[config.mk]
export PLATFORM = sky130hd
export DESIGN_NAME = emg_hand_motor_drive
export DESIGN_NICKNAME = d
export VERILOG_FILES = /design/src/hdl/ehmd_pkg.sv /design/src/hdl/ehmd_front.sv /design/src/hdl/ehmd_back.sv /design/src/hdl/emg_hand_motor_drive.sv
export SDC_FILE = /design/constraint.sdc
export NUM_CORES = 1
export LEC_CHECK = 0
export BUFFER_PORTS_ARGS = -buffer_cell sky130_fd_sc_hd__buf_2
export CORE_AREA = 2 2 162 164
export DETAILED_ROUTE_END_ITERATION = 8
export DIE_AREA = 0 0 164 166
export GPL_TIMING_DRIVEN = 0
export MAX_ROUTING_LAYER = met4
export PLACE_DENSITY = 0.79
export SLEW_MARGIN = 20
export SYNTH_ARGS = -nofsm -noshare
export SYNTH_HDL_FRONTEND = slang
export SYNTH_SLANG_ARGS = --single-unit
[constraint.sdc]
create_clock -name clk_i -period 9.7 [get_ports clk_i]
set_input_delay 2.425 -clock clk_i [delete_from_list [all_inputs] [get_ports clk_i]]
set_output_delay 2.425 -clock clk_i [all_outputs]
set_load 0.005 [all_outputs]
[src/hdl/ehmd_pkg.sv]
package ehmd_pkg;

  // Command codes of an input beat
  localparam logic CMD_CONTROL = 1'b0;
  localparam logic CMD_DRIVE   = 1'b1;

  // Duty limits and slew steps
  localparam logic [7:0] DUTY_CLAMP      = 8'd210;
  localparam logic [7:0] CLOSE_SLEW_STEP = 8'd5;
  localparam logic [7:0] OPEN_SLEW_STEP  = 8'd2;

  // Scheduled duty levels
  localparam logic [7:0] DUTY_TOP  = 8'd180;
  localparam logic [7:0] DUTY_HIGH = 8'd150;
  localparam logic [7:0] DUTY_MED  = 8'd120;
  localparam logic [7:0] DUTY_LOW  = 8'd100;

  // Band boundaries in units of tick_multiplier. The top bands above 32
  // all give the top level, and the bands above 28 and 20 both give the
  // high level, so they merge into single boundaries.
  localparam logic [9:0] BAND_TOP  = 10'd32;
  localparam logic [9:0] BAND_HIGH = 10'd20;
  localparam logic [9:0] BAND_DIP  = 10'd14;
  localparam logic [9:0] BAND_RISE = 10'd8;
  localparam logic [9:0] BAND_LOW  = 10'd4;
  localparam logic [9:0] BAND_MED  = 10'd2;

  localparam logic [15:0] HOLD_MAX = 16'hFFFF;

  // Register reset values
  localparam logic [7:0]  RST_PRIMARY    = 8'd50;
  localparam logic [7:0]  RST_AUX        = 8'd30;
  localparam logic [7:0]  RST_DIFFERENCE = 8'd40;
  localparam logic [3:0]  RST_TICK_MULT  = 4'd4;
  localparam logic [7:0]  RST_START_DUTY = 8'd70;
  localparam logic [3:0]  RST_CLOSE_STEP = 4'd2;
  localparam logic [3:0]  RST_OPEN_STEP  = 4'd3;
  localparam logic [15:0] RST_SLEEP_LIM  = 16'd1900;

  typedef enum logic [2:0] {
    CFG_PRIMARY    = 3'd0,
    CFG_AUX        = 3'd1,
    CFG_DIFFERENCE = 3'd2,
    CFG_TICK_MULT  = 3'd3,
    CFG_START_DUTY = 3'd4,
    CFG_CLOSE_STEP = 3'd5,
    CFG_OPEN_STEP  = 3'd6,
    CFG_SLEEP_LIM  = 3'd7
  } cfg_idx_e;

  typedef enum logic [1:0] {
    MOT_STOP  = 2'd0,
    MOT_CLOSE = 2'd1,
    MOT_OPEN  = 2'd2
  } motion_e;

  // Classified operation handed from front to back
  typedef enum logic [2:0] {
    OP_HOLD  = 3'd0,
    OP_STOP  = 3'd1,
    OP_CLOSE = 3'd2,
    OP_OPEN  = 3'd3,
    OP_DRIVE = 3'd4
  } op_e;

  typedef struct packed {
    logic [7:0]  primary_threshold;
    logic [7:0]  aux_threshold;
    logic [7:0]  difference_threshold;
    logic [3:0]  tick_multiplier;
    logic [7:0]  start_duty;
    logic [3:0]  close_ramp_step;
    logic [3:0]  open_ramp_step;
    logic [15:0] sleep_limit;
  } cfg_t;

  typedef struct packed {
    logic       command;
    logic [7:0] emg_close;
    logic [7:0] emg_open;
  } in_t;

  typedef struct packed {
    logic [1:0] motion_state;
    logic [7:0] target_duty;
    logic [7:0] close_gate_duty;
    logic [7:0] open_gate_duty;
    logic       sleep_request;
  } out_t;

  typedef struct packed {
    logic valid;
    op_e  op;
  } op_chan_t;

endpackage

[src/hdl/ehmd_front.sv]
module ehmd_front import ehmd_pkg::*; (
  input  logic     clk_i,
  input  logic     rst_ni,
  input  logic     push,
  output logic     full,
  input  in_t      in_item_i,
  input  cfg_t     cfg_i,
  input  logic     op_take_i,
  output op_chan_t op_o
);

  logic [7:0] emg_c, emg_o, diff;
  op_e        op_cls;
  logic       push_fire, pop_fire;

  op_e        fifo_q [2];
  logic       wr_ptr_q, wr_ptr_d;
  logic       rd_ptr_q, rd_ptr_d;
  logic [1:0] cnt_q, cnt_d;

  // Classify the incoming beat
  always_comb begin
    emg_c = in_item_i.emg_close;
    emg_o = in_item_i.emg_open;
    diff  = (emg_c > emg_o) ? (emg_c - emg_o) : (emg_o - emg_c);
    if (in_item_i.command == CMD_DRIVE) begin
      op_cls = OP_DRIVE;
    end else if (diff > cfg_i.difference_threshold) begin
      op_cls = (emg_c < emg_o) ? OP_OPEN : OP_CLOSE;
    end else if (emg_c < cfg_i.aux_threshold && emg_o < cfg_i.aux_threshold) begin
      op_cls = OP_STOP;
    end else if (emg_c > cfg_i.primary_threshold && emg_o < cfg_i.aux_threshold) begin
      op_cls = OP_CLOSE;
    end else if (emg_c < cfg_i.aux_threshold && emg_o > cfg_i.primary_threshold) begin
      op_cls = OP_OPEN;
    end else if (emg_c > cfg_i.primary_threshold && emg_o > cfg_i.primary_threshold) begin
      op_cls = OP_CLOSE;
    end else begin
      op_cls = OP_HOLD;
    end
  end

  // Two-entry operation queue toward the back end
  assign full      = (cnt_q == 2'd2);
  assign push_fire = push && !full;
  assign pop_fire  = op_take_i && (cnt_q != 2'd0);

  always_comb begin
    wr_ptr_d = push_fire ? ~wr_ptr_q : wr_ptr_q;
    rd_ptr_d = pop_fire ? ~rd_ptr_q : rd_ptr_q;
    cnt_d    = cnt_q;
    if (push_fire && !pop_fire) begin
      cnt_d = cnt_q + 2'd1;
    end else if (!push_fire && pop_fire) begin
      cnt_d = cnt_q - 2'd1;
    end
  end

  always_ff @(posedge clk_i) begin
    if (push_fire) begin
      fifo_q[wr_ptr_q] <= op_cls;
    end
  end

  always_ff @(posedge clk_i or negedge rst_ni) begin
    if (!rst_ni) begin
      wr_ptr_q <= 1'b0;
      rd_ptr_q <= 1'b0;
      cnt_q    <= 2'd0;
    end else begin
      wr_ptr_q <= wr_ptr_d;
      rd_ptr_q <= rd_ptr_d;
      cnt_q    <= cnt_d;
    end
  end

  assign op_o.valid = (cnt_q != 2'd0);
  assign op_o.op    = fifo_q[rd_ptr_q];

endmodule

[src/hdl/ehmd_back.sv]
module ehmd_back import ehmd_pkg::*; (
  input  logic     clk_i,
  input  logic     rst_ni,
  input  cfg_t     cfg_i,
  input  op_chan_t op_i,
  output logic     op_take_o,
  output logic     empty,
  input  logic     pop,
  output out_t     out_item_o
);

  // Drive state
  motion_e     motion_q, motion_d;
  logic [15:0] hold_q, hold_d;
  logic [7:0]  target_q, target_d;
  logic [7:0]  close_slew_q, close_slew_d;
  logic [7:0]  open_slew_q, open_slew_d;
  logic [15:0] idle_q, idle_d;

  // Schedule datapath
  motion_e     dir;
  logic [15:0] hold_eff;
  logic [3:0]  ramp_step;
  logic [19:0] ramp_prod;
  logic [20:0] ramp_sum;
  logic [7:0]  ramp_duty;
  logic [7:0]  sched_duty;
  logic [9:0]  mult;
  logic [15:0] idle_inc;
  out_t        res;

  // Result queue
  out_t        resq_q [2];
  logic        wr_ptr_q, rd_ptr_q;
  logic [1:0]  cnt_q, cnt_d;
  logic        pop_fire;

  assign pop_fire  = pop && !empty;
  assign op_take_o = op_i.valid && ((cnt_q != 2'd2) || pop_fire);

  // Pick the scheduled duty for a move
  always_comb begin
    dir       = (op_i.op == OP_CLOSE) ? MOT_CLOSE : MOT_OPEN;
    hold_eff  = (motion_q != dir) ? 16'd0 : hold_q;
    ramp_step = (dir == MOT_CLOSE) ? cfg_i.close_ramp_step : cfg_i.open_ramp_step;
    ramp_prod = 20'(hold_eff) * 20'(ramp_step);
    ramp_sum  = 21'(cfg_i.start_duty) + 21'(ramp_prod);
    ramp_duty = (ramp_sum > 21'(DUTY_CLAMP)) ? DUTY_CLAMP : ramp_sum[7:0];
    mult      = 10'(cfg_i.tick_multiplier);
    if (hold_eff > 16'(mult * BAND_TOP)) begin
      sched_duty = DUTY_TOP;
    end else if (hold_eff > 16'(mult * BAND_HIGH)) begin
      sched_duty = DUTY_HIGH;
    end else if (hold_eff > 16'(mult * BAND_DIP)) begin
      sched_duty = DUTY_LOW;
    end else if (hold_eff > 16'(mult * BAND_RISE)) begin
      sched_duty = DUTY_HIGH;
    end else if (hold_eff > 16'(mult * BAND_LOW)) begin
      sched_duty = DUTY_LOW;
    end else if (hold_eff > 16'(mult * BAND_MED)) begin
      sched_duty = DUTY_MED;
    end else if (target_q > DUTY_MED) begin
      sched_duty = DUTY_MED;
    end else begin
      sched_duty = ramp_duty;
    end
  end

  // Apply one operation to the drive state and form its result
  always_comb begin
    motion_d     = motion_q;
    hold_d       = hold_q;
    target_d     = target_q;
    close_slew_d = close_slew_q;
    open_slew_d  = open_slew_q;
    idle_d       = idle_q;
    idle_inc     = idle_q + 16'd1;
    res          = '0;
    unique case (op_i.op)
      OP_STOP: begin
        motion_d     = MOT_STOP;
        close_slew_d = cfg_i.start_duty;
        open_slew_d  = cfg_i.start_duty;
        target_d     = 8'd0;
        hold_d       = 16'd0;
        if (idle_inc > cfg_i.sleep_limit) begin
          idle_d            = 16'd0;
          res.sleep_request = 1'b1;
        end else begin
          idle_d = idle_inc;
        end
      end
      OP_CLOSE, OP_OPEN: begin
        motion_d = dir;
        idle_d   = 16'd0;
        hold_d   = (hold_eff == HOLD_MAX) ? hold_eff : hold_eff + 16'd1;
        target_d = sched_duty;
      end
      OP_DRIVE: begin
        case (motion_q)
          MOT_OPEN: begin
            open_slew_d = (open_slew_q < target_q) ? open_slew_q + OPEN_SLEW_STEP : target_q;
            res.open_gate_duty = open_slew_d;
          end
          MOT_CLOSE: begin
            close_slew_d = (close_slew_q < target_q) ? close_slew_q + CLOSE_SLEW_STEP
                                                     : target_q;
            res.close_gate_duty = close_slew_d;
          end
          default: begin
          end
        endcase
      end
      default: begin
      end
    endcase
    res.motion_state = motion_d;
    res.target_duty  = target_d;
  end

  // Commit state on each taken operation
  always_ff @(posedge clk_i or negedge rst_ni) begin
    if (!rst_ni) begin
      motion_q     <= MOT_STOP;
      hold_q       <= 16'd0;
      target_q     <= RST_START_DUTY;
      close_slew_q <= RST_START_DUTY;
      open_slew_q  <= RST_START_DUTY;
      idle_q       <= 16'd0;
    end else if (op_take_o) begin
      motion_q     <= motion_d;
      hold_q       <= hold_d;
      target_q     <= target_d;
      close_slew_q <= close_slew_d;
      open_slew_q  <= open_slew_d;
      idle_q       <= idle_d;
    end
  end

  // Two-entry result queue
  always_comb begin
    cnt_d = cnt_q;
    if (op_take_o && !pop_fire) begin
      cnt_d = cnt_q + 2'd1;
    end else if (!op_take_o && pop_fire) begin
      cnt_d = cnt_q - 2'd1;
    end
  end

  always_ff @(posedge clk_i) begin
    if (op_take_o) begin
      resq_q[wr_ptr_q] <= res;
    end
  end

  always_ff @(posedge clk_i or negedge rst_ni) begin
    if (!rst_ni) begin
      wr_ptr_q <= 1'b0;
      rd_ptr_q <= 1'b0;
      cnt_q    <= 2'd0;
    end else begin
      if (op_take_o) begin
        wr_ptr_q <= ~wr_ptr_q;
      end
      if (pop_fire) begin
        rd_ptr_q <= ~rd_ptr_q;
      end
      cnt_q <= cnt_d;
    end
  end

  assign empty      = (cnt_q == 2'd0);
  assign out_item_o = resq_q[rd_ptr_q];

endmodule

[src/hdl/emg_hand_motor_drive.sv]
// Two-channel EMG hand motor drive.
// Input channel: a beat is taken when push is high and full is low. A
// control beat carries the two EMG samples; a drive beat advances the gate
// slew. Every beat gives exactly one result beat.
// Result channel: the oldest result sits on out_item_o while empty is low
// and leaves when pop is high.
// Path: a beat is classified and written into the operation queue, then
// taken, once the result queue has room, and run through the drive state
// into the result queue.
// Throughput: one beat per cycle while pop drains results, set by the
// combinational back-end update (one 16x4 ramp multiply, band compares, clamp).
// Both sides have two-entry queues: when pop stays low the result queue
// fills, then the operation queue, and full rises after four beats held.
// Reset: all queues empty, motion stopped, target and slews at the reset
// start duty, registers at reset values. The user writes registers with
// cfg_we_i, cfg_idx_i, cfg_wdata_i only while idle; the block does not check.
module emg_hand_motor_drive import ehmd_pkg::*; (
  input  logic        clk_i,
  input  logic        rst_ni,
  input  logic        push,
  output logic        full,
  input  in_t         in_item_i,
  output logic        empty,
  input  logic        pop,
  output out_t        out_item_o,
  input  logic        cfg_we_i,
  input  logic [2:0]  cfg_idx_i,
  input  logic [15:0] cfg_wdata_i
);

  cfg_t     cfg_q;
  op_chan_t op_chan;
  logic     op_take;

  // Configuration registers
  always_ff @(posedge clk_i or negedge rst_ni) begin
    if (!rst_ni) begin
      cfg_q.primary_threshold    <= RST_PRIMARY;
      cfg_q.aux_threshold        <= RST_AUX;
      cfg_q.difference_threshold <= RST_DIFFERENCE;
      cfg_q.tick_multiplier      <= RST_TICK_MULT;
      cfg_q.start_duty           <= RST_START_DUTY;
      cfg_q.close_ramp_step      <= RST_CLOSE_STEP;
      cfg_q.open_ramp_step       <= RST_OPEN_STEP;
      cfg_q.sleep_limit          <= RST_SLEEP_LIM;
    end else if (cfg_we_i) begin
      unique case (cfg_idx_e'(cfg_idx_i))
        CFG_PRIMARY:    cfg_q.primary_threshold    <= cfg_wdata_i[7:0];
        CFG_AUX:        cfg_q.aux_threshold        <= cfg_wdata_i[7:0];
        CFG_DIFFERENCE: cfg_q.difference_threshold <= cfg_wdata_i[7:0];
        CFG_TICK_MULT:  cfg_q.tick_multiplier      <= cfg_wdata_i[3:0];
        CFG_START_DUTY: cfg_q.start_duty           <= cfg_wdata_i[7:0];
        CFG_CLOSE_STEP: cfg_q.close_ramp_step      <= cfg_wdata_i[3:0];
        CFG_OPEN_STEP:  cfg_q.open_ramp_step       <= cfg_wdata_i[3:0];
        CFG_SLEEP_LIM:  cfg_q.sleep_limit          <= cfg_wdata_i;
        default: begin
        end
      endcase
    end
  end

  ehmd_front u_front (
    .clk_i     (clk_i),
    .rst_ni    (rst_ni),
    .push      (push),
    .full      (full),
    .in_item_i (in_item_i),
    .cfg_i     (cfg_q),
    .op_take_i (op_take),
    .op_o      (op_chan)
  );

  ehmd_back u_back (
    .clk_i      (clk_i),
    .rst_ni     (rst_ni),
    .cfg_i      (cfg_q),
    .op_i       (op_chan),
    .op_take_o  (op_take),
    .empty      (empty),
    .pop        (pop),
    .out_item_o (out_item_o)
  );

endmodule

After elaboration in Yosys (flattened, before gate mapping). Memories as Yosys holds them, arrays and structs flattened. Index checks and enable logic that the tools add are counted.

Equality and inequality tests: 20. $mul: 3. Reductions and logical operators: 38. $add $sub $neg: 11. Bitwise operators: 4. Mux-type cells: 44. Order comparisons: 18.

Operator list (number): 8-bit two-way mux (15); 16-bit two-way mux (4); 16-bit one-hot mux with 2 select lines (2); 8-bit one-hot mux with 2 select lines (3); 8-bit < comparator (5); 16-bit by 1-bit adder with 16-bit output, second input constant (2); 16-bit by 9-bit > comparator with 1-bit output (2); 8-bit > comparator (4); 8-bit by 20-bit adder with 21-bit output (1); 21-bit by 8-bit > comparator with 1-bit output, second input constant (1); 16-bit by 4-bit multiplier with 20-bit output (1); 2-bit AND reduction (9); 16-bit == test, second input constant (1); 16-bit > comparator (1); 16-bit by 5-bit > comparator with 1-bit output (1); 16-bit by 6-bit > comparator with 1-bit output (1); 16-bit by 7-bit > comparator with 1-bit output (1); 16-bit by 8-bit > comparator with 1-bit output (1); 8-bit subtractor (2); 3-bit == test, second input constant (5); 3-bit two-way mux (5); 4-bit by 3-bit multiplier with 7-bit output, second input constant (2); 3-bit by 2-bit == test with 1-bit output, second input constant (4); 1-bit logical AND (12); 23 further kinds (53).

Memory bits (writable): 60. Input bits: 41. Word-level logic and storage cells: 160. Output and inout port bits: 29. Memories: 2. Bits in registers: 126.

Memory list: u_back.resq_q (words 2, bits a word 27, read ports 1, clocked after Yosys merged registers in 0, write ports 1, RTL line ehmd_back.sv:33) `out_t resq_q [2];`; u_front.fifo_q (words 2, bits a word 3, read ports 1, clocked after Yosys merged registers in 0, write ports 1, RTL line ehmd_front.sv:16) `op_e fifo_q [2];`.

Longest topological paths before layout. Gate-level depths: netlist of run 1. An unclocked memory read counts as a cell.

Depth in word-level cells: 17. Depth in mapped cells: 26. Gate-level depth less buffers: 22.

Modules after synthesis. From an unflattened synthesis of run 1, not the netlist that was laid out.

Cell total of the unflattened synthesis: 1509. Area, all modules: 14751.6 um^2.

By module, submodules not included: ehmd_back (area an instance 10421.2 um^2, cells an instance 1130, times used 1, seq. area each 3184.3 um^2); emg_hand_motor_drive (area an instance 2339.7 um^2, cells an instance 135, times used 1, seq. area each 1530.2 um^2); ehmd_front (area an instance 1990.7 um^2, cells an instance 244, times used 1, seq. area each 280.3 um^2).

Least setup slack after synthesis of run 1. Ideal clock, no wire load.

Kind: reg-to-reg. Start point: register u_front.rd_ptr_q. End point: memory u_back.resq_q[0][17] in the netlist's numbering (data pin). Slack: 3.269 ns. Stages on the path, launching flop included: 22. Path buffers: 2. Data arrival time: 6.239 ns. Period minus slack after synthesis: 6.431 ns. Required time: 9.508 ns. Setup time: 0.192 ns. Path through: dfrtp_1 -> buf_4 -> and4bb_2 -> nor2_1 -> mux2i_1 -> nor2_1 -> fa_1 -> inv_1 -> fa_1 -> fa_1 -> inv_1 -> ha_1 -> nor2_1 -> o31ai_1 -> or3b_1 -> o21bai_2 -> a31oi_1 -> xnor2_1 -> or4_1 -> buf_2 -> or2_4 -> o41ai_2.

RTL lines: start, declared (RTL line ehmd_front.sv:18) `logic rd_ptr_q, rd_ptr_d;`; start signal, assigned (RTL line ehmd_front.sv:72) `rd_ptr_q <= rd_ptr_d;`; end, declared (RTL line ehmd_back.sv:33).

==> run_results.csv, run 1 <==
group,metric,value,unit
yosys,ys_top_cells_by_count,"ha_1, inv_1, nand2_1, o21ai_0, nor2_1",
placed_design,portBuffers,67,
cells_and_area,area_growth,10.1,%
timing,hold_viol,0,
cells_and_area,multi_input_area,8890,um2
grt,grt_pass1_vias,11600,
grt,track_usage,27.6,%
timing,fmax,135,MHz
yosys,synth-main-ff-cell,"dfrtp_1",
drt,antenna_left,0,
die,core_area,25600,um2
yosys,synth_seq_cells,186,
clocking,clockBufferDepth,2,
cells_and_area,finalNonFillerCells,1937,
drt,drt_iter0_markers,836,
setup_path,critPathKind,"flop to flop",
yosys,syn_area,14500,um2
setup_path,critPathLaunchType,"flop",
timing,final_max_slew_viol_count,0,
drt,via_per_inst,6.04,
timing,whs,513,ps
min_path,holdCritPathClass,"flop to flop",
timing,fin_skew,17.5,ps
pwr,p_clk_share,19.8,%
die,die_h,166,um
grt,grt_pass1_wl,58200,um
clocking,cts_tree,"built",
cells_and_area,finalNetCount,1835,
drt,wl,35700,um
placed_design,gp_congestion,0.986,
yosys,synth_top_cell_by_area,"dfrtp_1",
pwr,p_per_area,238,nW/um2
yosys,yosysTopAreaCellShare,16.2,%
placed_design,post-place-ws,2300,ps
yosys,ys_async_sr_fraction,67.7,%
pwr,switching_share,42.2,%
clocking,root_buffer,"clkbuf_16",
setup_path,cp.required,9800,ps
die,std_cell_rows,59,
die,die_w,164,um
yosys,yosysWarningCount,0,
timing,slew-limit-headroom,37.4,%
clocking,numClockSinks,186,
setup_path,crit_path_max_fanout,10,
pwr,finalPower,3.81,mW
drt,wl_per_cell,18.4,um
yosys,yosysSeqAreaShare,34.4,%
grt,grt_max_degree,77,
timing,setup_violations,0,
die,die_area,27200,um2
clocking,cts.repair.resized,0,
yosys,synth_edf_count,60,
cells_and_area,seqCellArea,4990,um2
setup_path,cp.arrival,7520,ps
placed_design,dp_hpwl,27400,um
clocking,clk_latency,450,ps
drt,route.detailed.drc,0,
outcome,outcome,"completed",
placed_design,post_dp_cell_area,15300,um2
clocking,post_cts_buffers,0,
pwr,internal_power,2.20,mW
cells_and_area,design_area,16000,um2
drt,via_count,11700,
pwr,ir_worst_vdd,134,uV
timing,worst_slew_pin_slew,935,ps
pwr,combPwrFrac,45.4,%
cells_and_area,fillers,2084,
yosys,syn_inst,1502,
yosys,yosysMostFrequentCell,"ha_1",
clocking,holdBufCountCts,0,
cells_and_area,utilization,62.4,%
die,start_util,56.7,%
grt,gr-total-overflow,0,
grt,antenna_found_initial,0,
pwr,leakage,7.58,nW
clocking,cts_inserted_buffers,17,
die,ios,70,
clocking,clk_pin_slew,80,ps
timing,min_period,7410,ps
cells_and_area,diodes,0,
timing,rsz0062_at_grt,"no",
yosys,syn-num-nets,1748,
cells_and_area,drive_above_1_share,15.0,%
yosys,synth_cell_types,92,
drt,firstDrtPassIters,6,
flow_run,max_cap_violations,0,
pwr,seqPwrFrac,34.8,%
yosys,avgSynthCellArea,9.67,um2
timing,fin_ws,2290,ps
placed_design,dp_cells,1905,
yosys,synth.area.top_cells,"dfrtp_1, ha_1, edfxtp_1",
pwr,power_switching,1.61,mW
timing,tns,0,ps
setup_path,end_kind,"flop",
clocking,cts.htree.levels,4,
timing,fin_crit_sh,76.4,%
## final cells by class
class,count,area share (%)
well taps,335,2.62
plain buffers,43,1.14
multi-input cells,1143,55.6
flip-flops and latches,186,31.2
repair buffers,68,2.33
clock inverters,15,1.37
inverters,130,3.05
clock buffers,17,2.66
## cells in the final DEF (no fill, tap or decap), types with 15 or more instances in the layout
| master | n |
|---|---|
| ha_1 | 163 |
| inv_1 | 130 |
| nand2_1 | 112 |
| o21ai_0 | 109 |
| nor2_1 | 98 |
| dfrtp_1 | 94 |
| a21oi_1 | 89 |
| buf_2 | 74 |
| mux2_2 | 70 |
| edfxtp_1 | 60 |
| and3_1 | 46 |
| nand3_1 | 42 |
| fa_1 | 42 |
| xnor2_1 | 33 |
| clkbuf_1 | 32 |
| dfstp_2 | 32 |
| nand2b_1 | 29 |
| nor3_1 | 28 |
| xor2_1 | 26 |
| a21o_1 | 24 |
| mux2i_1 | 23 |
| a31oi_1 | 22 |
| clkbuf_16 | 17 |
| nand4_1 | 15 |
## flip-flops by register name (all words and copies together) (netlist names), 2 cells and up
name	flops
u_back.motion_q	2
u_front.fifo_q	6
cfg_q	60
u_back.open_slew_q	8
u_back.idle_q	16
u_back.target_q	8
u_back.cnt_q	2
u_back.resq_q	54
u_back.hold_q	16
u_front.cnt_q	2
u_back.close_slew_q	8
## worst paths after layout
kind	slack (ps)	end	depth (start not counted)	startpoint
worst min register to register	510	cfg_q[1]	1	cfg_q[1]
worst max-delay path	2290	u_back.resq_q[0][21]	21	u_front.rd_ptr_q
max in group asynchronous	7050	cfg_q[34]	2	rst_ni
worst min-delay path	510	cfg_q[1]	1	cfg_q[1]
min in group asynchronous	1880	u_back.close_slew_q[5]	1	rst_ni
worst max register to register	2290	u_back.resq_q[0][21]	21	u_front.rd_ptr_q
## power by group through the flow
stage               Clock [mW]  Combinational [mW]  Sequential, mW
floorplan                    0                1.22            1.27
global placement             0                1.63            1.32
detailed placement           0                1.70            1.34
CTS                      0.762                1.72            1.32
global route             0.790                1.93            1.36
finish                   0.757                1.73            1.33
## cell families (layout without fill, tap and decap cells)
group                      count (synthesis)  count (layout)  synth area share, %
muxes                                     93              93                 7.01
and+or+nand+nor                          438             438                 15.2
buffers and inverters                    173             273                 4.62
adders and majority gates                207             207                 20.0
DFF                                      186             186                 34.4
xor gates and xnor gates                  59              59                 3.56
AOI/OAI and AO/OA                        346             346                 15.3
## routing by layer
layer / up-vias / track usage (%) / share of wire [%]
met1: 5703 / 35.3 / 43
li1: 5563 / - / -
met4: 0 / 10.6 / 3.3
met5: - / - / 0
met3: 80 / 3.57 / 5.4
met2: 363 / 44.7 / 48
## worst max-delay path: stages (launching register included)
cell	delay (ps)
dfrtp_1	410
buf_4	180
and4bb_2	270
nor2_1	580
mux2i_1	700
nor2_1	150
fa_1	530
inv_1	50
fa_1	490
fa_1	530
inv_1	50
ha_1	400
nor2_1	100
o31ai_1	320
or3b_1	410
o21bai_2	160
a31oi_1	110
xnor2_1	150
or4_1	550
buf_2	190
nor4b_1	410
o311ai_0	310
No activity file was read; power rests on OpenSTA's default activity.
==> run 2: changes to the inputs <==
- CORE_AREA: 2 2 162 164 -> 2 2 163 165
- DIE_AREA: 0 0 164 166 -> 0 0 165 167
- PLACE_DENSITY: 0.79 -> 0.81
- clock period: 9.7 -> 6.62 ns (I/O delays scaled with it)
==> run 2 against run 1 <==
- routed wire length grew 2.3%
- clock power grew 39%
- the flow now finishes with violations (DRC)
- die area grew 1.2%
- utilization grew 0.77 points
- highest routed layer unchanged
- clock skew grew 1.4 ps
- count of clock-buffer cells in the layout grew 1
- final area grew 1.8%
==> run_results.csv, run 2 (synthesized netlist as in run 1, its figures left out) <==
group,metric,value,unit
clocking,cts.htree.levels,4,
setup_path,cp.arrival,6790,ps
cells_and_area,finalNonFillerCells,1950,
clocking,holdBufCountCts,0,
grt,antenna_found_initial,0,
die,start_util,56.4,%
timing,fmax,154,MHz
placed_design,dp_cells,1905,
outcome,outcome,"finished, violations left",
drt,antenna_left,0,
cells_and_area,area_growth,12.1,%
pwr,ir_worst_vdd,269,uV
timing,hold_viol,0,
timing,worst_slew_pin_slew,992,ps
pwr,leakage,7.70,nW
grt,grt_pass1_wl,60100,um
cells_and_area,utilization,63.2,%
clocking,clk_pin_slew,70,ps
timing,slew-limit-headroom,33.7,%
grt,grt_max_degree,94,
timing,fin_crit_sh,98.3,%
cells_and_area,finalNetCount,1848,
drt,route.detailed.drc,1,
die,die_h,167,um
cells_and_area,biggestRegsByFlops,"cfg_q: 60 flops, u_back.resq_q: 54 flops",
cells_and_area,seqCellArea,5000,um2
setup_path,cp.required,6900,ps
die,core_area,25800,um2
grt,track_usage,28.3,%
setup_path,crit_path_max_fanout,10,
setup_path,end_kind,"flop",
outcome,violations,"DRC",
cells_and_area,top_register,"cfg_q",
pwr,p_per_area,348,nW/um2
grt,gr-total-overflow,0,
placed_design,gp_congestion,0.969,
timing,setup_violations,0,
clocking,root_buffer,"clkbuf_16",
cells_and_area,drive_above_1_share,17.3,%
die,ios,70,
cells_and_area,layout_common_cells,"ha_1, inv_1, o21ai_0",
clocking,clockBufferDepth,2,
timing,tns,0,ps
die,std_cell_rows,59,
drt,via_count,12000,
die,die_w,165,um
min_path,holdCritPathClass,"flop to flop",
clocking,numClockSinks,186,
grt,grt_pass1_vias,12200,
setup_path,critPathKind,"flop to flop",
timing,final_max_slew_viol_count,0,
cells_and_area,multi_input_area,9120,um2
drt,firstDrtPassIters,7,
setup_path,critPathLaunchType,"flop",
drt,drt_iter0_markers,855,
timing,min_period,6510,ps
clocking,cts_tree,"built",
cells_and_area,fillers,1980,
placed_design,post-place-ws,-711,ps
clocking,clk_latency,450,ps
cells_and_area,final_common_cell,"ha_1",
timing,whs,510,ps
drt,via_per_inst,6.14,
flow_run,max_cap_violations,0,
placed_design,portBuffers,67,
drt,wl,36500,um
timing,fin_skew,18.9,ps
timing,fin_ws,110,ps
cells_and_area,largest_reg_flops,60,
die,die_area,27600,um2
cells_and_area,diodes,0,
placed_design,dp_hpwl,26900,um
clocking,cts_inserted_buffers,17,
drt,wl_per_cell,18.7,um
[run 2: routing by layer]
metal / part of all wire [%] / up-vias / GRT usage, %
li1: - / 5593 / -
met1: 40 / 5779 / 34.2
met2: 49 / 485 / 46.3
met3: 6.6 / 107 / 4.96
met4: 3.6 / 0 / 12.3
met5: 0 / - / -
[run 2: what timing repair did]
| item | CTS | global route |
|---|---|---|
| setup endpoints to repair | 24 | 24 |
| cloned | 0 | 0 |
| pin swaps | 5 | 11 |
| buffers inserted | 5 | 8 |
| resized for setup | 27 | 24 |
[run 2: final cells by class]
cell class | instances | area share, %
clock inverter | 14 | 1.04
timing repair buffer | 81 | 2.89
clock buffer | 18 | 2.64
inverter | 130 | 3.00
tap | 335 | 2.57
buffer | 43 | 1.19
multi-input combinational | 1143 | 56.0
sequential | 186 | 30.7
[run 2: worst max-delay path: stages (launching register included)]
cell,delay (ps)
edfxtp_1,500
or4b_4,610
nand3_4,100
nand2_2,110
buf_6,180
buf_6,160
nand2_4,120
nor2_1,70
fa_1,540
inv_1,50
fa_1,460
fa_1,510
inv_1,70
ha_4,300
nor2_1,80
o31ai_2,260
or3b_4,430
o21bai_4,130
a31oi_1,110
xnor2_1,150
or4_1,550
buf_4,190
o41a_1,450
a21oi_2,200
[run 2: final timing paths]
path | from | endpoint | slack [ps] | cells after the start
setup / recovery | u_front.fifo_q[0][0] | u_back.resq_q[1][19] | 110 | 23
hold / removal | u_back.close_slew_q[1] | u_back.close_slew_q[1] | 510 | 2
setup reg to reg | u_front.fifo_q[0][0] | u_back.resq_q[1][19] | 110 | 23
hold reg to reg | u_back.close_slew_q[1] | u_back.close_slew_q[1] | 510 | 2
max in group asynchronous | rst_ni | u_back.close_slew_q[1] | 4750 | 2
min in group asynchronous | rst_ni | u_back.idle_q[14] | 1080 | 1
[run 2: stage by stage]
stage                     instance area, um2  total power [mW]
after floorplan                        14500              3.65
after CTS                              16100              5.59
after global placement                 15300              4.32
after global routing                   16300              6.05
final                                  16300              5.66
after detailed placement               15300              4.46
[run 2: power by group]
part / switching [mW] / internal [mW] / total (mW)
registers: 0.284 / 1.67 / 1.95
logic: 1.57 / 1.08 / 2.66
clock network: 0.538 / 0.513 / 1.05
==> run 3: changes to the inputs <==
- ABC_AREA: not set -> 0
- CAP_MARGIN: not set -> 20
- CTS_BUF_LIST: not set -> sky130_fd_sc_hd__clkbuf_8 sky130_fd_sc_hd__clkbuf_16
==> run 3 against run 2 <==
- the flow now finishes without violations
- worst hold slack is essentially flat
- die area unchanged
- critical path depth unchanged
- critical endpoint is now u_back.resq_q[0][19]
- largest cell class unchanged
- largest power group unchanged
- highest routed layer unchanged
==> run_results.csv, run 3 (synthesized netlist as in run 1, its figures left out) <==
group,metric,value,unit
timing,fmax,154,MHz
setup_path,cpMostUsedCell,"fa_1",
placed_design,dp_cells,1905,
setup_path,r2r_start,"u_front.fifo_q[0][0]",
cells_and_area,largest_reg_flops,60,
grt,antenna_found_initial,0,
setup_path,critPathCapture,"u_back.resq_q[0][19]",
grt,grt_pass1_wl,60100,um
setup_path,critPathLaunchType,"flop",
setup_path,r2r-end,"u_back.resq_q[0][19]",
clocking,cts.htree.levels,4,
cells_and_area,biggestRegsByFlops,"cfg_q: 60 flops, u_back.resq_q: 54 flops",
pwr,seqPwrFrac,34.5,%
setup_path,cp.arrival,6790,ps
die,ios,70,
setup_path,critPathKind,"flop to flop",
pwr,switching_share,42.3,%
timing,final_max_slew_viol_count,0,
timing,fin_ws,111,ps
cells_and_area,fillers,1980,
grt,grt_pass1_vias,12200,
pwr,internal_power,3.27,mW
timing,hold_viol,0,
pwr,power_switching,2.40,mW
setup_path,rrSetupSlack,110,ps
drt,route.detailed.drc,0,
min_path,holdCritPathClass,"flop to flop",
grt,grt_max_degree,94,
drt,antenna_left,0,
cells_and_area,seqCellArea,5000,um2
placed_design,dp_hpwl,26900,um
setup_path,crit_path_cell_trace,"or4b_4, nand3_4, nand2_2, buf_6, buf_6, nand2_4, nor2_1, fa_1, inv_1, fa_1, fa_1, inv_1, ha_4, nor2_1, o31ai_2, or3b_4, o21bai_4, a31oi_1, xnor2_1, or4_1, buf_4, o41a_1, a21oi_2",
pwr,leakage,7.70,nW
cells_and_area,drive_above_1_share,17.3,%
placed_design,post-place-ws,-711,ps
clocking,clk_latency,450,ps
die,die_area,27600,um2
drt,firstDrtPassIters,7,
timing,fin_crit_sh,98.3,%
setup_path,timing.critical_path.slowest_cell_delay,610,ps
cells_and_area,top_register,"cfg_q",
cells_and_area,layout_common_cells,"ha_1, inv_1, o21ai_0",
clocking,holdBufCountCts,0,
clocking,numClockSinks,186,
cells_and_area,multi_input_area,9120,um2
die,core_area,25800,um2
drt,wl,36600,um
timing,slew-limit-headroom,33.8,%
die,start_util,56.4,%
clocking,clk_pin_slew,70,ps
setup_path,slowest_stage,"or4b_4",
clocking,cts_tree,"built",
cells_and_area,finalNonFillerCells,1950,
die,die_w,165,um
clocking,clockBufferDepth,2,
die,die_h,167,um
pwr,combPwrFrac,47.0,%
timing,fin_skew,19.2,ps
timing,setup_violations,0,
timing,worst_slew_pin_slew,991,ps
cells_and_area,final_common_cell,"ha_1",
pwr,p_per_area,348,nW/um2
clocking,cts_inserted_buffers,17,
cells_and_area,finalNetCount,1848,
drt,wl_per_cell,18.7,um
outcome,outcome,"completed",
setup_path,cp.required,6900,ps
cells_and_area,area_growth,12.1,%
pwr,p_clk_share,18.5,%
drt,via_count,12000,
setup_path,crit_path_max_fanout,10,
clocking,root_buffer,"clkbuf_16",
placed_design,gp_congestion,0.969,
setup_path,r2r_cells,23,
grt,track_usage,28.3,%
setup_path,startpoint,"u_front.fifo_q[0][0]",
placed_design,portBuffers,67,
die,std_cell_rows,59,
timing,min_period,6510,ps
pwr,ir_worst_vdd,270,uV
setup_path,end_kind,"flop",
drt,via_per_inst,6.14,
flow_run,max_cap_violations,0,
grt,gr-total-overflow,0,
drt,drt_iter0_markers,854,
cells_and_area,diodes,0,
## run 3: cell count changes in the layout (fill, tap and decap cells not counted)
cell / change
clkbuf_1: -1
inv_1: +1
## run 3: worst min-delay path by stage
stage               depth (start not counted)              startpoint                endpoint
floorplan                                   1         u_back.wr_ptr_q         u_back.wr_ptr_q
global placement                            1         u_back.wr_ptr_q         u_back.wr_ptr_q
detailed placement                          1               cfg_q[12]               cfg_q[12]
CTS                                         2  u_back.close_slew_q[1]  u_back.close_slew_q[1]
global route                                2  u_back.close_slew_q[1]  u_back.close_slew_q[1]
finish                                      2  u_back.close_slew_q[1]  u_back.close_slew_q[1]
## run 3: layout make-up
| class | count | area share, % |
|---|---|---|
| flip-flops and latches | 186 | 30.7 |
| well taps | 335 | 2.57 |
| plain buffers | 43 | 1.19 |
| multi-input cells | 1143 | 56.0 |
| inverters | 130 | 3.00 |
| clock buffers | 17 | 2.61 |
| repair buffers | 81 | 2.89 |
| clock inverters | 15 | 1.06 |
## run 3: critical path: cells and delay by family, from the launching register on
| family | cells | cell delay (ps) |
|---|---|---|
| AO/OA/AOI/OAI | 5 | 1150 |
| flip-flops | 1 | 500 |
| adder cells (fa/ha/maj) | 4 | 1810 |
| XOR/XNOR | 1 | 150 |
| AND/OR/NAND/NOR | 8 | 2070 |
| buffers and inverters | 5 | 650 |
## run 3: what timing repair did
| item | 4_1_cts | 5_1_grt |
|---|---|---|
| endpoints found under the hold margin | 0 | 0 |
| pin swaps | 5 | 11 |
| buffers inserted | 5 | 8 |
| setup endpoints to repair | 24 | 24 |
| gates resized for setup | 27 | 24 |
## run 3: through the flow
step	hold slack [ps]	power, mW	utilization [%]	cell area (um2)	TNS, ps
floorplan	460	3.65	-	14500	0
finish	510	5.66	63.2	16300	0
CTS	510	5.58	62.6	16100	0
global route	519	6.04	63.2	16300	-99.9
detailed placement	494	4.46	59.6	15300	-10600
global placement	474	4.32	59.3	15300	-7650
## run 3: power groups by stage
| stage | registers, mW | clock network [mW] | logic, mW |
|---|---|---|---|
| detailed placement | 1.96 | 0 | 2.50 |
| finish | 1.95 | 1.05 | 2.66 |
| global route | 1.99 | 1.10 | 2.95 |
| CTS | 1.94 | 1.05 | 2.59 |
| global placement | 1.93 | 0 | 2.38 |
| floorplan | 1.86 | 0 | 1.79 |
## run 3: metal layers
layer / vias to the layer above / track usage, % / part of all wire (%)
li1: 5597 / - / -
met1: 5774 / 34.2 / 40
met2: 495 / 46.3 / 49
met3: 110 / 4.96 / 6.8
met4: 0 / 12.3 / 3.7
met5: - / - / 0
